===== config.mk =====
export PLATFORM = sky130hd
export DESIGN_NAME = terminal_line_editor_unit
export DESIGN_NICKNAME = d
export VERILOG_FILES = /design/src/tle_pkg.sv /design/src/terminal_line_editor_unit.sv /design/src/tle_ctrl.sv /design/src/tle_datapath.sv
export SDC_FILE = /design/constraint.sdc
export NUM_CORES = 2
export LEC_CHECK = 0
export BUFFER_PORTS_ARGS = -buffer_cell sky130_fd_sc_hd__buf_2
export CAP_MARGIN = 25
export CELL_PAD_IN_SITES_DETAIL_PLACEMENT = 0
export CELL_PAD_IN_SITES_GLOBAL_PLACEMENT = 1
export CORE_UTILIZATION = 56
export CTS_CLUSTER_DIAMETER = 40
export DETAILED_ROUTE_END_ITERATION = 10
export PLACE_DENSITY = 0.8
export SYNTH_ARGS = -nofsm -noshare
export SYNTH_HDL_FRONTEND = slang
export SYNTH_HIERARCHICAL = 1
export SYNTH_SLANG_ARGS = --single-unit

===== constraint.sdc =====
create_clock -name clk -period 9.5 [get_ports clk]
set_input_delay 1.425 -clock clk [delete_from_list [all_inputs] [get_ports clk]]
set_output_delay 1.425 -clock clk [all_outputs]
set_load 0.01 [all_outputs]

===== src/tle_pkg.sv =====
// Shared types and constants for the terminal line editor.
// Used by tle_ctrl, tle_datapath and terminal_line_editor_unit; no dependencies.
`default_nettype none

package tle_pkg;

	localparam int LINE_CAP_DEF   = 64;
	localparam int HIST_DEPTH_DEF = 5;

	localparam int BYTE_W = 8;
	localparam int KIND_W = 2;
	localparam int CHAR_W = 7;
	localparam int POS_W  = 7;

	localparam logic [BYTE_W-1:0] KEY_ESC   = 8'h1b;
	localparam logic [BYTE_W-1:0] KEY_DEL   = 8'h7f;
	localparam logic [BYTE_W-1:0] KEY_BS    = 8'h08;
	localparam logic [BYTE_W-1:0] KEY_CTRLC = 8'h03;
	localparam logic [BYTE_W-1:0] KEY_CR    = 8'h0d;
	localparam logic [BYTE_W-1:0] KEY_MAXCH = 8'h7f;
	localparam logic [BYTE_W-1:0] KEY_SPACE = 8'h20;
	localparam logic [BYTE_W-1:0] KEY_LBRK  = 8'h5b;
	localparam logic [BYTE_W-1:0] KEY_UP    = 8'h41;
	localparam logic [BYTE_W-1:0] KEY_DOWN  = 8'h42;
	localparam logic [BYTE_W-1:0] KEY_RIGHT = 8'h43;
	localparam logic [BYTE_W-1:0] KEY_LEFT  = 8'h44;
	localparam logic [BYTE_W-1:0] KEY_THREE = 8'h33;

	typedef enum logic [KIND_W-1:0] {
		KIND_STATUS = 2'd0,
		KIND_CHAR   = 2'd1,
		KIND_EMPTY  = 2'd2,
		KIND_CANCEL = 2'd3
	} kind_t;

	typedef enum logic [1:0] {
		ESC_NORMAL  = 2'd0,
		ESC_SEEN    = 2'd1,
		ESC_BRACKET = 2'd2,
		ESC_TILDE   = 2'd3
	} esc_t;

	typedef enum logic [2:0] {
		MODE_NONE,
		MODE_INS,
		MODE_DEL,
		MODE_LOAD,
		MODE_COMMIT
	} mode_t;

	typedef enum logic [2:0] {
		ST_IDLE,
		ST_DECODE,
		ST_LOOP_RD,
		ST_LOOP_WR,
		ST_EMIT
	} ctl_state_t;

	typedef struct packed {
		logic accept;
		logic decode;
		logic rd;
		logic wr;
		logic finish;
		logic emit;
	} dp_cmd_t;

	typedef struct packed {
		logic dec_loop;
		logic more;
		logic commit;
		logic out_free;
	} dp_status_t;

endpackage

`default_nettype wire


===== src/terminal_line_editor_unit.sv =====
// Terminal line editor with history: top level joining controller and datapath.
// Depends on tle_pkg, tle_ctrl and tle_datapath.
//
// Input channel: in_valid, in_stall, rx_byte carry one received terminal byte per
// transaction. Output channel: out_valid, out_stall and the result fields carry
// one result per transaction; last_of_run marks the final result of a byte.
// A byte is taken in the idle state and decoded in the next cycle; for simple
// edits its status result is then loaded in the emit state once the output
// register is free. Insert and delete shift the line one character at a time
// through the line memory, alternating a read and a write state; a history
// recall copies the entry the same way. Carriage return delivers the line one
// character at a time while copying it into the history memory, which is a
// ring addressed by a head pointer so no entry is ever moved. Items are handled
// one at a time; the next byte is taken as soon as the previous one's last
// result sits in the output register. A stalled receiver holds the output
// register and the editor waits on it. Reset clears the line, the cursor, the
// escape state and marks every history entry empty; no clearing pass is needed.
`default_nettype none

module terminal_line_editor_unit #(
	parameter int LINE_CAP      = tle_pkg::LINE_CAP_DEF,
	parameter int HISTORY_DEPTH = tle_pkg::HIST_DEPTH_DEF
) (
	input  wire                              clk,
	input  wire                              arst_n,
	input  wire                              in_valid,
	output logic                             in_stall,
	input  wire [tle_pkg::BYTE_W-1:0]        rx_byte,
	output logic                             out_valid,
	input  wire                              out_stall,
	output logic [tle_pkg::KIND_W-1:0]       result_kind,
	output logic [tle_pkg::CHAR_W-1:0]       line_char,
	output logic [tle_pkg::POS_W-1:0]        cursor_pos,
	output logic [tle_pkg::POS_W-1:0]        line_len_out,
	output logic                             last_of_run
);

	tle_pkg::dp_cmd_t    cmd;
	tle_pkg::dp_status_t status;

	tle_ctrl u_ctrl (
		.clk      (clk),
		.arst_n   (arst_n),
		.in_valid (in_valid),
		.in_stall (in_stall),
		.status   (status),
		.cmd      (cmd)
	);

	tle_datapath #(
		.LINE_CAP      (LINE_CAP),
		.HISTORY_DEPTH (HISTORY_DEPTH)
	) u_datapath (
		.clk          (clk),
		.arst_n       (arst_n),
		.cmd          (cmd),
		.status       (status),
		.rx_byte      (rx_byte),
		.out_valid    (out_valid),
		.out_stall    (out_stall),
		.result_kind  (result_kind),
		.line_char    (line_char),
		.cursor_pos   (cursor_pos),
		.line_len_out (line_len_out),
		.last_of_run  (last_of_run)
	);

endmodule

`default_nettype wire


===== src/tle_ctrl.sv =====
// Controller state machine of the terminal line editor.
// Depends on tle_pkg; drives the datapath through dp_cmd_t and reads dp_status_t.
`default_nettype none

module tle_ctrl (
	input  wire                  clk,
	input  wire                  arst_n,
	input  wire                  in_valid,
	output logic                 in_stall,
	input  tle_pkg::dp_status_t  status,
	output tle_pkg::dp_cmd_t     cmd
);

	tle_pkg::ctl_state_t state_q, state_nxt;

	always_ff @(posedge clk or negedge arst_n) begin
		if (!arst_n) begin
			state_q <= tle_pkg::ST_IDLE;
		end else begin
			state_q <= state_nxt;
		end
	end

	always_comb begin
		state_nxt = state_q;
		unique case (state_q)
			tle_pkg::ST_IDLE: begin
				if (in_valid) state_nxt = tle_pkg::ST_DECODE;
			end
			tle_pkg::ST_DECODE: begin
				state_nxt = status.dec_loop ? tle_pkg::ST_LOOP_RD : tle_pkg::ST_EMIT;
			end
			tle_pkg::ST_LOOP_RD: begin
				if (status.more) begin
					state_nxt = tle_pkg::ST_LOOP_WR;
				end else begin
					// A committed line has already delivered all its results.
					state_nxt = status.commit ? tle_pkg::ST_IDLE : tle_pkg::ST_EMIT;
				end
			end
			tle_pkg::ST_LOOP_WR: begin
				if (!status.commit || status.out_free) state_nxt = tle_pkg::ST_LOOP_RD;
			end
			tle_pkg::ST_EMIT: begin
				if (status.out_free) state_nxt = tle_pkg::ST_IDLE;
			end
			default: state_nxt = tle_pkg::ST_IDLE;
		endcase
	end

	always_comb begin
		cmd      = '0;
		in_stall = 1'b1;
		unique case (state_q)
			tle_pkg::ST_IDLE: begin
				in_stall   = 1'b0;
				cmd.accept = in_valid;
			end
			tle_pkg::ST_DECODE: cmd.decode = 1'b1;
			tle_pkg::ST_LOOP_RD: begin
				cmd.rd     = status.more;
				cmd.finish = !status.more;
			end
			tle_pkg::ST_LOOP_WR: cmd.wr = !status.commit || status.out_free;
			tle_pkg::ST_EMIT: cmd.emit = status.out_free;
			default: cmd = '0;
		endcase
	end

endmodule

`default_nettype wire


===== src/tle_datapath.sv =====
// Datapath of the terminal line editor: line and history memories, cursor,
// escape decoding and the result register. Depends on tle_pkg.
`default_nettype none

module tle_datapath #(
	parameter int LINE_CAP      = tle_pkg::LINE_CAP_DEF,
	parameter int HISTORY_DEPTH = tle_pkg::HIST_DEPTH_DEF
) (
	input  wire                              clk,
	input  wire                              arst_n,
	input  tle_pkg::dp_cmd_t                 cmd,
	output tle_pkg::dp_status_t              status,
	input  wire [tle_pkg::BYTE_W-1:0]        rx_byte,
	output logic                             out_valid,
	input  wire                              out_stall,
	output logic [tle_pkg::KIND_W-1:0]       result_kind,
	output logic [tle_pkg::CHAR_W-1:0]       line_char,
	output logic [tle_pkg::POS_W-1:0]        cursor_pos,
	output logic [tle_pkg::POS_W-1:0]        line_len_out,
	output logic                             last_of_run
);

	localparam int PW     = $clog2(LINE_CAP);
	localparam int LW     = $clog2(LINE_CAP + 1);
	localparam int HW     = (HISTORY_DEPTH > 1) ? $clog2(HISTORY_DEPTH) : 1;
	localparam int HW1    = HW + 1;
	localparam int HDEPTH = HISTORY_DEPTH * (2 ** PW);
	localparam int HAW    = $clog2(HDEPTH);
	localparam int CW     = tle_pkg::CHAR_W;

	logic [CW-1:0] line_mem [LINE_CAP];
	logic [CW-1:0] hist_mem [HDEPTH];

	logic [tle_pkg::BYTE_W-1:0] byte_q;
	tle_pkg::esc_t  esc_q, nxt_esc;
	tle_pkg::mode_t mode_q, dec_mode;
	tle_pkg::kind_t kind_q, dec_kind;
	logic [LW-1:0]  len_q, cur_q, idx_q, n_q;
	logic [LW-1:0]  nxt_len, nxt_cur, dec_idx, dec_n;
	logic [HW-1:0]  hsel_q, head_q, slot_q, nxt_hsel, dec_slot;
	logic [HW-1:0]  hs_up, hs_dn, load_sel, load_phys, head_prev;
	logic [LW-1:0]  hlen_q [HISTORY_DEPTH];
	logic [CW-1:0]  line_rd_q, hist_rd_q;

	logic           out_free, load_char;
	logic           line_we;
	logic [PW-1:0]  line_waddr, line_raddr;
	logic [CW-1:0]  line_wdata;
	logic [HAW-1:0] hist_addr_rd, hist_addr_wr;

	// Logical history entry zero is the slot at head_q; older entries follow.
	function automatic logic [HW-1:0] phys_slot(input logic [HW-1:0] head,
			input logic [HW-1:0] sel);
		logic [HW1-1:0] sum;
		sum = {1'b0, head} + {1'b0, sel};
		if (sum >= HW1'(HISTORY_DEPTH)) sum = sum - HW1'(HISTORY_DEPTH);
		return sum[HW-1:0];
	endfunction

	always_comb begin
		if ({1'b0, hsel_q} + HW1'(1) < HW1'(HISTORY_DEPTH)) hs_up = hsel_q + HW'(1);
		else hs_up = HW'(HISTORY_DEPTH - 1);
		hs_dn     = (hsel_q != '0) ? hsel_q - HW'(1) : '0;
		load_sel  = (byte_q == tle_pkg::KEY_UP) ? hsel_q : hs_dn;
		load_phys = phys_slot(head_q, load_sel);
		head_prev = (head_q == '0) ? HW'(HISTORY_DEPTH - 1) : head_q - HW'(1);
	end

	always_comb begin
		dec_mode = tle_pkg::MODE_NONE;
		dec_kind = tle_pkg::KIND_STATUS;
		nxt_esc  = esc_q;
		nxt_len  = len_q;
		nxt_cur  = cur_q;
		nxt_hsel = hsel_q;
		dec_idx  = cur_q;
		dec_n    = len_q;
		dec_slot = slot_q;
		if (byte_q <= tle_pkg::KEY_MAXCH) begin
			unique case (esc_q)
				tle_pkg::ESC_NORMAL: begin
					if (byte_q == tle_pkg::KEY_CR) begin
						if (len_q == '0) begin
							dec_kind = tle_pkg::KIND_EMPTY;
						end else begin
							dec_mode = tle_pkg::MODE_COMMIT;
							dec_idx  = '0;
							dec_slot = head_prev;
						end
					end else if (byte_q == tle_pkg::KEY_CTRLC) begin
						dec_kind = tle_pkg::KIND_CANCEL;
						nxt_len  = '0;
						nxt_cur  = '0;
					end else if (byte_q == tle_pkg::KEY_ESC) begin
						nxt_esc = tle_pkg::ESC_SEEN;
					end else if (byte_q == tle_pkg::KEY_BS) begin
						if (cur_q != '0) begin
							nxt_cur  = cur_q - LW'(1);
							dec_idx  = cur_q - LW'(1);
							dec_mode = tle_pkg::MODE_DEL;
						end
					end else if (byte_q == tle_pkg::KEY_DEL) begin
						if (cur_q < len_q) dec_mode = tle_pkg::MODE_DEL;
					end else if (byte_q >= tle_pkg::KEY_SPACE) begin
						if (len_q < LW'(LINE_CAP)) begin
							dec_mode = tle_pkg::MODE_INS;
							dec_idx  = len_q;
						end
					end
				end
				tle_pkg::ESC_SEEN: begin
					nxt_esc = (byte_q == tle_pkg::KEY_LBRK) ? tle_pkg::ESC_BRACKET
						: tle_pkg::ESC_NORMAL;
				end
				tle_pkg::ESC_BRACKET: begin
					nxt_esc = tle_pkg::ESC_NORMAL;
					if (byte_q == tle_pkg::KEY_UP || byte_q == tle_pkg::KEY_DOWN) begin
						dec_mode = tle_pkg::MODE_LOAD;
						dec_idx  = '0;
						dec_slot = load_phys;
						dec_n    = hlen_q[load_phys];
						nxt_hsel = (byte_q == tle_pkg::KEY_UP) ? hs_up : hs_dn;
					end else if (byte_q == tle_pkg::KEY_RIGHT) begin
						if (cur_q < len_q) nxt_cur = cur_q + LW'(1);
					end else if (byte_q == tle_pkg::KEY_LEFT) begin
						if (cur_q != '0) nxt_cur = cur_q - LW'(1);
					end else if (byte_q == tle_pkg::KEY_THREE) begin
						nxt_esc = tle_pkg::ESC_TILDE;
						if (cur_q < len_q) dec_mode = tle_pkg::MODE_DEL;
					end
				end
				tle_pkg::ESC_TILDE: nxt_esc = tle_pkg::ESC_NORMAL;
				default: nxt_esc = tle_pkg::ESC_NORMAL;
			endcase
		end
	end

	assign out_free  = !out_valid || !out_stall;
	assign load_char = cmd.wr && (mode_q == tle_pkg::MODE_COMMIT);

	always_comb begin
		status.dec_loop = (dec_mode != tle_pkg::MODE_NONE);
		status.commit   = (mode_q == tle_pkg::MODE_COMMIT);
		status.out_free = out_free;
		case (mode_q)
			tle_pkg::MODE_INS:    status.more = (idx_q > cur_q);
			tle_pkg::MODE_DEL:    status.more = ({1'b0, idx_q} + (LW+1)'(1) < {1'b0, len_q});
			tle_pkg::MODE_LOAD,
			tle_pkg::MODE_COMMIT: status.more = (idx_q < n_q);
			default:              status.more = 1'b0;
		endcase
	end

	always_comb begin
		case (mode_q)
			tle_pkg::MODE_INS: line_raddr = PW'(idx_q - LW'(1));
			tle_pkg::MODE_DEL: line_raddr = PW'(idx_q + LW'(1));
			default:           line_raddr = idx_q[PW-1:0];
		endcase
		hist_addr_rd = HAW'({slot_q, idx_q[PW-1:0]});
		hist_addr_wr = hist_addr_rd;
		line_we      = 1'b0;
		line_waddr   = idx_q[PW-1:0];
		line_wdata   = line_rd_q;
		if (cmd.wr) begin
			line_we = (mode_q != tle_pkg::MODE_COMMIT);
			if (mode_q == tle_pkg::MODE_LOAD) line_wdata = hist_rd_q;
		end else if (cmd.finish && mode_q == tle_pkg::MODE_INS) begin
			// The shift has opened a gap at the cursor for the new character.
			line_we    = 1'b1;
			line_waddr = cur_q[PW-1:0];
			line_wdata = byte_q[CW-1:0];
		end
	end

	always_ff @(posedge clk) begin
		if (line_we) line_mem[line_waddr] <= line_wdata;
		if (load_char) hist_mem[hist_addr_wr] <= line_rd_q;
		if (cmd.rd) begin
			line_rd_q <= line_mem[line_raddr];
			hist_rd_q <= hist_mem[hist_addr_rd];
		end
	end

	always_ff @(posedge clk) begin
		if (cmd.accept) byte_q <= rx_byte;
		if (cmd.decode) begin
			kind_q <= dec_kind;
			idx_q  <= dec_idx;
			n_q    <= dec_n;
			slot_q <= dec_slot;
		end else if (cmd.wr) begin
			if (mode_q == tle_pkg::MODE_INS) idx_q <= idx_q - LW'(1);
			else idx_q <= idx_q + LW'(1);
		end
		if (cmd.emit || load_char) begin
			result_kind  <= cmd.emit ? kind_q : tle_pkg::KIND_CHAR;
			line_char    <= cmd.emit ? '0 : line_rd_q;
			cursor_pos   <= cmd.emit ? tle_pkg::POS_W'(cur_q) : '0;
			line_len_out <= cmd.emit ? tle_pkg::POS_W'(len_q) : tle_pkg::POS_W'(n_q);
			last_of_run  <= cmd.emit || (idx_q + LW'(1) == n_q);
		end
	end

	always_ff @(posedge clk or negedge arst_n) begin
		if (!arst_n) begin
			esc_q     <= tle_pkg::ESC_NORMAL;
			mode_q    <= tle_pkg::MODE_NONE;
			len_q     <= '0;
			cur_q     <= '0;
			hsel_q    <= '0;
			head_q    <= '0;
			out_valid <= 1'b0;
			for (int i = 0; i < HISTORY_DEPTH; i++) hlen_q[i] <= '0;
		end else begin
			if (cmd.emit || load_char) out_valid <= 1'b1;
			else if (!out_stall) out_valid <= 1'b0;
			if (cmd.decode) begin
				esc_q  <= nxt_esc;
				mode_q <= dec_mode;
				len_q  <= nxt_len;
				cur_q  <= nxt_cur;
				hsel_q <= nxt_hsel;
			end
			if (cmd.finish) begin
				mode_q <= tle_pkg::MODE_NONE;
				case (mode_q)
					tle_pkg::MODE_INS: begin
						len_q <= len_q + LW'(1);
						cur_q <= cur_q + LW'(1);
					end
					tle_pkg::MODE_DEL: len_q <= len_q - LW'(1);
					tle_pkg::MODE_LOAD: begin
						len_q <= n_q;
						cur_q <= n_q;
					end
					tle_pkg::MODE_COMMIT: begin
						head_q         <= slot_q;
						hlen_q[slot_q] <= n_q;
						hsel_q         <= '0;
						len_q          <= '0;
						cur_q          <= '0;
					end
					default: len_q <= len_q;
				endcase
			end
		end
	end

endmodule

`default_nettype wire

==> qor.csv <==
metric,value,unit
Root Buffer,clkbuf_16,
setup bufs post-CTS,0,
Placed Area,116000,um2
Initial Utilization,0.565,
nets,6198,
Hold Buf Count CTS,0,
worst hold path type,register to register,
latest clock arrival within the worst-skew pair,960,ps
fillers,13300,
Synth Register Bits,2817,
"Seq/Total Area, Yosys",0.745,
CP endpoint kind,register,
worst setup path class,register to register,
DR vias/cell,6.67,
Core Area,200000,um2
largest cells by area after synthesis,"edfxtp_1 (73%), mux4_2 (13%), nand2_1 (1.7%), nor2_1 (1.6%), dfrtp_1 (1.4%)",
syn_area_per_cell,18.9,um2
aggregate global routing overflow,0,
final hold viol count,0,
peak supply drop,0.000380,V
Final ANT Viol Nets,0,
slew margin rel.,0.0436,
worst setup path start,u_datapath/idx_q[0],
RSZ-0062 raised after global routing,no,
Syn-to-layout area delta,14.0,%
initial antenna violation count,12,
Synth Cell Area,113000,um2
Max Cap Violations,0,
leak pwr,0.0414,uW
"EDFF count, synth",2753,
Cell variety after synth,98,
total power,40900,uW
RePlAce Congestion,0.910,
row count,164,
routed len/inst,32.0,um
Post-synth ARST share,0.0227,
share of cells above drive strength 1,0.238,
period utilization,0.699,
dominant cell type by area after synthesis,edfxtp_1,
die area,204000,um2
CTS Sinks,2817,
1st-pass router iterations,6,
M1 WL,111000,um
Slew @ Worst Pin,1430,ps
hold_sp,u_datapath/hlen_q[27],
top sig layer,met5,
Worst-path clk slew,60,ps
first-pass GRT wire length,423000,um
Final Cell Area,129000,um2
max-slew violations,0,
drt drc,0,
H-tree depth,5,
Sequential Area,84300,um2
Finish-stage setup viols,0,
DR WL met3,32500,um
Syn. warnings,6,
post-cts gate resize count,0,
# IOs,38,
Die Ht,451,um
multi-input logic area,27200,um2
# port buffers,37,
Clock Skew,67.0,ps
Syn Inst Count,5977,
PD cells,317,nW/um2
vias in the first global route,60400,
"Top FF cell, synth",edfxtp_1,
TritonCTS clock tree,done,
Critical R2R Launch,u_datapath/idx_q[0],
Syn Nets,6042,
"Data required, critical path",10050,ps
"commonest non-fill, non-tap cells in the layout","edfxtp_1 (2753), mux4_2 (670), nand2_1 (497), nor2_1 (468), clkbuf_16 (383)",
CP Launch Type,register,
Final HPWL DP,161000,um
Num CTS Buffers,376,
"most common cell after layout, fill and taps aside",edfxtp_1,
worst-path maximum fanout,67,
die width,451,um
largest net degree at the start of global routing,233,
buffer depth of the longest clock path,4,
total negative slack,0,ps
routed via count,60700,
Yosys top cell area share,0.731,
min Tclk post-route,6640,ps
DR iter-0 viols,8384,
WL met2,137000,um
routed wire length,291000,um
GRT Overall Usage,0.287,
FMAX,0.151,GHz
CP arrival,7190,ps
status,"complete, no violations",
-- metal layers --
layer	up-vias	GRT usage
li1	24700	-
met4	2	0.0919
met2	3844	0.442
met1	31500	0.414
met5	-	0
met3	636	0.0645
-- state kept, by name (all words and copies together), names as in the netlist, 2 cells and up --
register	count
u_datapath/n_q	7
u_datapath/hsel_q	3
u_datapath/hlen_q	35
u_ctrl/state_q	3
u_datapath/line_mem	448
u_datapath/len_q	7
u_datapath/kind_q	2
u_datapath/slot_q	3
u_datapath/cur_q	7
u_datapath/hist_mem	2240
u_datapath/head_q	3
u_datapath/line_char	7
u_datapath/esc_q	2
u_datapath/line_rd_q	7
u_datapath/byte_q	8
u_datapath/cursor_pos	7
u_datapath/mode_q	3
u_datapath/idx_q	7
u_datapath/hist_rd_q	7
u_datapath/result_kind	2
u_datapath/line_len_out	7
-- per-stage QoR --
stage | utilization | instances | setup WS (ps) | hold WS, ps
finish | 0.644 | 9093 | 2860 | 474
global route | 0.644 | 9088 | 2090 | 503
CTS | 0.644 | 9085 | 2830 | 484
detailed placement | 0.580 | 8409 | 2850 | 471
global placement | 0.580 | 8407 | 3010 | 460
floorplan | - | 5977 | 2620 | 445
-- critical path: stages (launching register included) --
cell and delay, ps:
edfxtp_1 890, buf_12 560, nand4_1 190, xor2_1 430, inv_1 90, ha_1 280
nor2b_1 120, o21ai_0 80, a311o_1 430, nor4b_2 290, nand2_1 340, nor2_1 820
mux2i_1 410, nand2_1 590, nor2_1 720
-- cells by family after synthesis --
logic type | Yosys count | synth area share
buffers and inverters | 405 | 0.0169
muxes | 763 | 0.142
DFF | 2817 | 0.745
and+or+nand+nor | 1328 | 0.0515
adders and majority gates | 53 | 0.00599
xor gates and xnor gates | 35 | 0.00291
AOI/OAI and AO/OA | 576 | 0.0359
-- final timing paths --
path / cells past startpoint / slack (ps) / to
min: 2 / 470 / u_datapath/hlen_q[27]
max in group asynchronous: 2 / 8170 / u_datapath/hlen_q[32]
max reg2reg: 14 / 2860 / u_datapath/line_mem[8][0]
min reg2reg: 2 / 470 / u_datapath/hlen_q[27]
min in group asynchronous: 2 / 710 / u_datapath/out_valid
max: 14 / 2860 / u_datapath/line_mem[8][0]
-- Yosys cell counts, types with 30 or more instances --
master	count
nand3_1	79
o21ai_0	96
nor3_1	38
edfxtp_1	2753
a22oi_1	64
dfrtp_1	64
inv_1	40
mux4_2	670
buf_2	123
a31oi_1	53
clkbuf_1	160
nor2_1	473
and3_1	57
mux2i_1	63
nand4_1	35
ha_1	51
nand2_1	513
a211oi_1	42
mux2_2	30
a21oi_1	90
buf_1	35
-- report_power, final --
group          switching [uW]  leakage (uW)  internal [uW]
combinational            7600       0.00962           4560
sequential                211        0.0256          14200
clock                    5540       0.00617           8790
total                   13400        0.0414          27500
-- layout make-up --
class,instances,share of cell area
repair buffers,140,0.00927
clock inverters,262,0.0242
flip-flops and latches,2817,0.653
well taps,2656,0.0258
clock buffers,414,0.0752
diodes,6,0.000116
multi-input cells,2755,0.211
inverters,43,0.00129
Note: power is estimated with default switching activity, not from simulation.
